$ cat src/hdl/lbm_pkg.sv
// ============================================================================
// lbm_pkg: shared types and constants for the Lorentz boost pipeline
// Holds the fixed-point formats, stage counts and saturation bounds.
// ============================================================================
package lbm_pkg;

    // Result width and binary point of the Q formats.
    localparam int VAL_W     = 32;
    localparam int FRAC_BITS = 16;

    // Pipeline partitioning.
    localparam int FRONT_STAGES = 3;
    localparam int SQRT_STAGES  = 16;
    localparam int SQRT_STEPS   = 2;
    localparam int BACK_STAGES  = 8;
    localparam int PIPE_DEPTH   = FRONT_STAGES + SQRT_STAGES + BACK_STAGES;

    // 1.0 in Q.F and in Q.2F.
    localparam logic [31:0] ONE_Q  = 32'd1 << FRAC_BITS;
    localparam logic [63:0] ONE_SQ = 64'd1 << (2 * FRAC_BITS);

    // Saturation bounds of a result component, held at the adder width.
    localparam logic signed [54:0] SAT_MAX = (55'sd1 <<< (VAL_W - 1)) - 55'sd1;
    localparam logic signed [54:0] SAT_MIN = -(55'sd1 <<< (VAL_W - 1));

    typedef logic [30:0]        ufix_t;
    typedef logic signed [17:0] dir_t;
    typedef logic signed [31:0] mom_t;
    typedef logic signed [50:0] dot_t;

    typedef struct packed {
        ufix_t            sinh;
        logic [2:0][17:0] dir;
        logic [2:0][31:0] mom;
    } pass_t;

    typedef struct packed {
        pass_t base;
        dot_t  dot;
    } side_t;

endpackage

$ cat src/hdl/lbm_isqrt.sv
// ============================================================================
// lbm_isqrt: pipelined integer square root of a 64-bit radicand
// Restoring digit recurrence, two root bits per stage, floor result.
// ============================================================================
module lbm_isqrt (
    input  logic                               aclk,
    input  logic [lbm_pkg::SQRT_STAGES-1:0]    en,
    input  logic [63:0]                        rad_in,
    output logic [31:0]                        root
);
    import lbm_pkg::*;

    // One root bit: bring down two radicand bits and try to subtract 4q+1.
    function automatic logic [65:0] sq_step(input logic [33:0] rem,
                                            input logic [31:0] q,
                                            input logic [1:0]  pair);
        logic [35:0] rs;
        logic [35:0] t;
        logic [65:0] res;
        rs = {rem, pair};
        t  = {2'b00, q, 2'b01};
        if (rs >= t) begin
            rs  = rs - t;
            res = {rs[33:0], q[30:0], 1'b1};
        end else begin
            res = {rs[33:0], q[30:0], 1'b0};
        end
        sq_step = res;
    endfunction

    logic [63:0] rad_w [SQRT_STAGES];
    logic [33:0] rem_w [SQRT_STAGES];
    logic [31:0] q_w   [SQRT_STAGES + 1];

    assign rad_w[0] = rad_in;
    assign rem_w[0] = '0;
    assign q_w[0]   = '0;

    for (genvar k = 0; k < SQRT_STAGES; k++) begin : g_stage
        logic [65:0] s_a;
        logic [65:0] s_b;

        assign s_a = sq_step(rem_w[k], q_w[k], rad_w[k][63:62]);
        assign s_b = sq_step(s_a[65:32], s_a[31:0], rad_w[k][61:60]);

        if (k < SQRT_STAGES - 1) begin : g_mid
            logic [63:0] rad_reg;
            logic [33:0] rem_reg;
            logic [31:0] q_reg;

            always_ff @(posedge aclk) begin
                if (en[k]) begin
                    rad_reg <= rad_w[k] << (2 * SQRT_STEPS);
                    rem_reg <= s_b[65:32];
                    q_reg   <= s_b[31:0];
                end
            end

            assign rad_w[k + 1] = rad_reg;
            assign rem_w[k + 1] = rem_reg;
            assign q_w[k + 1]   = q_reg;
        end else begin : g_last
            logic [31:0] q_reg;

            always_ff @(posedge aclk) begin
                if (en[k]) begin
                    q_reg <= s_b[31:0];
                end
            end

            assign q_w[k + 1] = q_reg;
        end
    end

    assign root = q_w[SQRT_STAGES];

endmodule

$ cat config.mk
export PLATFORM = sky130hd
export DESIGN_NAME = lbm_isqrt
export DESIGN_NICKNAME = d
export VERILOG_FILES = /design/src/hdl/lbm_pkg.sv /design/src/hdl/lbm_isqrt.sv
export SDC_FILE = /design/constraint.sdc
export NUM_CORES = 2
export LEC_CHECK = 0
export BUFFER_PORTS_ARGS = -buffer_cell sky130_fd_sc_hd__buf_2
export CORE_MARGIN = 10
export CORE_UTILIZATION = 58
export DETAILED_ROUTE_END_ITERATION = 10
export PLACE_DENSITY = 0.8
export SYNTH_ARGS = -nofsm -noshare
export SYNTH_HDL_FRONTEND = slang
export SYNTH_SLANG_ARGS = --single-unit
$ cat constraint.sdc
create_clock -name aclk -period 6.1 [get_ports aclk]
set_input_delay 0.915 -clock aclk [delete_from_list [all_inputs] [get_ports aclk]]
set_output_delay 0.915 -clock aclk [all_outputs]
set_load 0.01 [all_outputs]
* Word level (Yosys, flattened, before mapping)
Cells that the tools add are included.
** Word-level totals
- Register bits after elaboration :: 1502
- Bits in latches :: 0
- RAM bits :: 0
- ROM bits :: 0
- Input bits :: 81
- Output and inout bits :: 32
- Word-level logic and storage cells :: 141
- Memories :: 0
** Operators by class
- $add $sub $neg :: 31
- Multipliers :: 0
- Div/mod/pow operators :: 0
- $lt $le $gt $ge :: 32
- Eq/ne operators :: 0
- Shift-type cells :: 0
- Mux-type cells :: 32
- Bitwise operators :: 0
- Reductions and logical operators :: 0
** Operators by type and width (count)
- 66-bit 2-to-1 mux :: 31
- 36-bit by 34-bit >= comparator with 1-bit output :: 31
- 34-bit subtractor :: 30
- 2-bit by 1-bit subtractor with 3-bit output, second input constant :: 1
- 2-bit by 1-bit >= comparator with 1-bit output, second input constant :: 1
- 1-bit 2-to-1 mux :: 1

* Depth between registers and ports, before layout
- Depth after elaboration :: 4
- Depth in mapped cells :: 29
- Gate-level depth less buffers :: 26

* Worst setup path before layout
Ideal clock, no wire load.
- Path type :: register to register
- From :: register g_stage[13].g_mid.rem_reg[27]
- To :: register g_stage[14].g_mid.rem_reg[30] (data pin)
- Setup time :: 260 ps
- Arrival :: 5703 ps
- Required time :: 5840 ps
- Setup slack :: 137 ps
- Cell stages (with the launch flop) :: 28
- Path through :: edfxtp_1 > ha_1 > clkbuf_1 > or4bb_1 > nor4_1 > a31oi_1 > o211ai_1 > a21o_1 > buf_2 > clkinv_1 > clkbuf_1 > clkbuf_1 > nor2_1 > nor2_1 > ha_1 > clkbuf_1 > nand2_1 > o21ai_0 > o21ai_0 > o21ai_0 > a31oi_1 > o2bb2ai_1 > a311o_1 > and3_1 > o31ai_1 > mux2i_1 > o2111ai_1 > mux2_2
** On the way
- Word-level cells in the longest chain between the ends :: 4
- Elaborated cells between the ends (all ways) :: 6
- Those cells by class :: add/sub: 2; order compare: 2; mux: 2
** Ends and longest elaborated chain
- from (decl) :: RTL line lbm_isqrt.sv:48 : logic [33:0] rem_reg;
- from (signal assigned) :: RTL line lbm_isqrt.sv:54 : rem_reg <= s_b[65:32];
- 36-bit by 34-bit >= comparator with 1-bit output or 34-bit subtractor (tied branches) :: RTL line lbm_isqrt.sv:22, lbm_isqrt.sv:23
- 66-bit 2-to-1 mux * :: RTL line lbm_isqrt.sv:22 : if (rs >= t) begin
- 34-bit subtractor or 36-bit by 34-bit >= comparator with 1-bit output (tied branches) :: RTL line lbm_isqrt.sv:23, lbm_isqrt.sv:22
- 66-bit 2-to-1 mux * :: RTL line lbm_isqrt.sv:22
- named net g_stage[14].s_b[62] :: RTL line lbm_isqrt.sv:41 : logic [65:0] s_b;
- to (signal assigned) :: RTL line lbm_isqrt.sv:54
- to (decl) :: RTL line lbm_isqrt.sv:48
Mark *: on every way through the listed nets, which the timed path passes. The rest lies on a longest branch.
A chain may end at the register's enable or synchronous reset.

* Worst setup path in the final report
- From :: register g_stage[13].g_mid.q_reg[7]
- To :: register g_stage[14].g_mid.rem_reg[9] (data pin)
** On the way
- Word-level cells in the longest chain between the ends :: 4
- Elaborated cells between the ends (all ways) :: 6
- Those cells by class :: add/sub: 2; order compare: 2; mux: 2
** Ends and longest elaborated chain
- from (decl) :: RTL line lbm_isqrt.sv:49 : logic [31:0] q_reg;
- from (signal assigned) :: RTL line lbm_isqrt.sv:55 : q_reg <= s_b[31:0];
- 36-bit by 34-bit >= comparator with 1-bit output or 34-bit subtractor (tied branches) :: RTL line lbm_isqrt.sv:22, lbm_isqrt.sv:23
- 66-bit 2-to-1 mux * :: RTL line lbm_isqrt.sv:22
- 34-bit subtractor or 36-bit by 34-bit >= comparator with 1-bit output (tied branches) :: RTL line lbm_isqrt.sv:23, lbm_isqrt.sv:22
- 66-bit 2-to-1 mux * :: RTL line lbm_isqrt.sv:22
- named net g_stage[14].s_b[41] :: RTL line lbm_isqrt.sv:41
Marked as above.

==> flow_summary.toml <==
[cells_and_area]
layout-drive-gt1-share = 0.0995
num_antenna_cells = 0
largest_reg_flops = 487
area_delta_synth_final_pct = 10.9
finalNetCount = 8984
fin_area_um2 = 90600
fillers = 11000
post-route-util = 0.649

[clock_network]
root_buffer = "clkbuf_16"
cts_tree = "done"
clk_latency_ns = 0.81
numCtsBuffers = 138
path_clk_slew_ns = 0.06
cts_max_level = 4
clkSinkCount = 1239
clk_path_buf_depth = 3

[global_routing]
grt_max_degree = 73
use_met2 = 0.435
grt_pass1_wl_um = 338000
track_usage = 0.266
grt_util_met1 = 0.364
grt_pass1_vias = 60800
antenna_found_initial = 3
overflow = 0
top_usage_layer = "met2"
gr-usage-met3 = 0.0383

[setup_path]
worst-path-max-fanout = 42
cp_top_family = "compound AO/OA/AOI/OAI gates"
crit_top_cell = "nand4_1"
endpoint_kind = "flip-flop"
worstPathArrival_ns = 6.40
crit_type = "flip-flop to flip-flop"
cp_cell_sequence = "inv_1, ha_1, a211oi_1, nor2_1, a211oi_1, o21ai_0, buf_4, buf_4, a31oi_1, o21bai_1, a21oi_1, xnor2_1, mux2_2, ha_1, nand4_1, nor3_1, nand4_1, o311ai_0, o21ai_1, nand4_1, buf_12, mux2_2"
max_stage_delay_ns = 0.50
required_ns = 6.62
start_kind = "flip-flop"
crit_buf_inv = 4
slowest_stage = "o311ai_0"

[sta]
finClkSkew_ns = 0.0408
fin_setup_tns_ns = 0
hold_viol = 0
setup_viol = 0
period_share = 0.964
min_period_ns = 5.88
finalMaxSlewViolations = 0
slew-limit-headroom = 0.323
fmax_mhz = 170
tightest_slew_ns = 1.02
hold-worst-slack_ns = 0.275

[logic_synthesis]
async_reset_ff_frac = 0
yosysSeqAreaShare = 0.455
synth_common_cells = "edfxtp_1 (1239), nand2_1 (662), a21oi_1 (620), nor2_1 (620), ha_1 (558)"
ys_types = 123
synth_flop_cell = "edfxtp_1"
synth_top_area_share = 0.455
yosys.area.top_type = "edfxtp_1"
synth-edff-count = 1239
syn_area_um2 = 81700
synth-seq-cells = 1239
yosys-top-cells-area = "edfxtp_1 (46%), ha_1 (8.5%), xnor2_1 (5.1%), a21oi_1 (3.8%), xor2_1 (3.1%)"
synthCells = 8065
synth.most_common_cell = "edfxtp_1"
syn_avg_cell_area_um2 = 10.1
yosysWarnings = 0

[pwr]
switching_power_w = 0.0151
p_int_w = 0.0238
vdd_drop_max_mv = 0.434
clkPwrFrac = 0.220
p_leak_nw = 35.8
finalPower_w = 0.0390
p_comb_frac = 0.457
power_density_nw_per_um2 = 430
swShare = 0.388
seqPwrFrac = 0.323

[route]
detail_route.wl_per_cell_um = 20.9
drt_iter0_markers = 6135
ant_nets = 0
drc = 0
routed_wl_um = 216000
drtPass1Iterations = 6
vias = 64100
vias_per_cell = 6.21

[run]
cap_violations = 0

[die]
die-height_um = 395
start_util = 0.585
fp.dieArea_um2 = 156000
io_pins = 113
die_x_um = 395
core_area_um2 = 140000
num_rows = 137

[placed_design]
placed_cell_area_um2 = 85600
io_buffers = 112
globalplace.congestion = 0.990
hpwl_um = 167000

[hold_path]
hp-class = "input port to flip-flop"

[run_status]
status = "complete, no violations"
-- power groups by stage --
stage / clock (W) / sequential [W] / combinational [W]
after floorplan: 0 / 0.0121 / 0.0131
after global placement: 0 / 0.0127 / 0.0169
after detailed placement: 0 / 0.0127 / 0.0172
after CTS: 0.00874 / 0.0126 / 0.0174
after global routing: 0.00907 / 0.0127 / 0.0196
final: 0.00857 / 0.0126 / 0.0178
-- cell type report --
cell class              count  area (µm²)  share of cell area
clock buffers             155        3520              0.0388
clock inverters            91        1200              0.0132
inverters                 494        1860              0.0205
multi-input cells        6121       42000               0.463
flip-flops and latches   1239       37200               0.411
well taps                1876        2350              0.0259
repair buffers            351        2520              0.0278
-- path summary, 6_finish.rpt --
kind / from / end / slack, ns / cells after the start
max: g_stage[13].g_mid.q_reg[7] / g_stage[14].g_mid.rem_reg[9] / 0.22 / 22
min reg2reg: g_stage[0].g_mid.rad_reg[17] / g_stage[1].g_mid.rad_reg[21] / 0.41 / 0
min: rad_in[46] / g_stage[0].g_mid.rad_reg[50] / 0.28 / 1
max reg2reg: g_stage[13].g_mid.q_reg[7] / g_stage[14].g_mid.rem_reg[9] / 0.22 / 22
-- logic make-up after synthesis --
kind of cell    synth area share
flops                      0.455
simple gates               0.159
mux                       0.0177
other cells            0.0000459
compound gates             0.166
xor+xnor                  0.0822
fa+ha+maj                 0.0854
buf+inv                   0.0340
-- cell usage in the layout, fill, tap and decap left out, drive strengths merged, types with 82 or more instances in the layout --
cell    Yosys  routed
buf        77     351
a21oi     621     621
clkbuf    136     155
or3        87      87
nor2b      90      90
nand2b     86      86
nand3     182     182
nand4     135     135
nor2      622     622
edfxtp   1239    1239
o21a       82      82
nand2     665     665
xor2      291     291
a21o      281     281
mux2      105     105
xnor2     476     476
inv       486     494
nor4      104     104
ha        558     558
o21ai     436     436
nor3      226     226
-- metal layers --
layer	vias to the layer above	share of wire
met5	-	0.000060
met4	2	0.031
met3	421	0.069
met2	2414	0.47
met1	30700	0.43
li1	30600	-
-- metrics by stage --
step           cells  setup slack [ns]
5_1_grt        10300          -0.00997
2_1_floorplan   8067             0.137
6_report       10300             0.220
3_3_place_gp   10100             0.135
3_5_place_dp   10100            0.0280
4_1_cts        10300            0.0267
-- timing repair --
item                                    CTS  global route
endpoints found under the setup margin    1           194
resized for setup                         1            60
hold buffers                              0             0
cloned                                    0             0
setup buffers                             0             7
pin swaps                                 0             8
No activity file was read; power rests on OpenSTA's default activity.
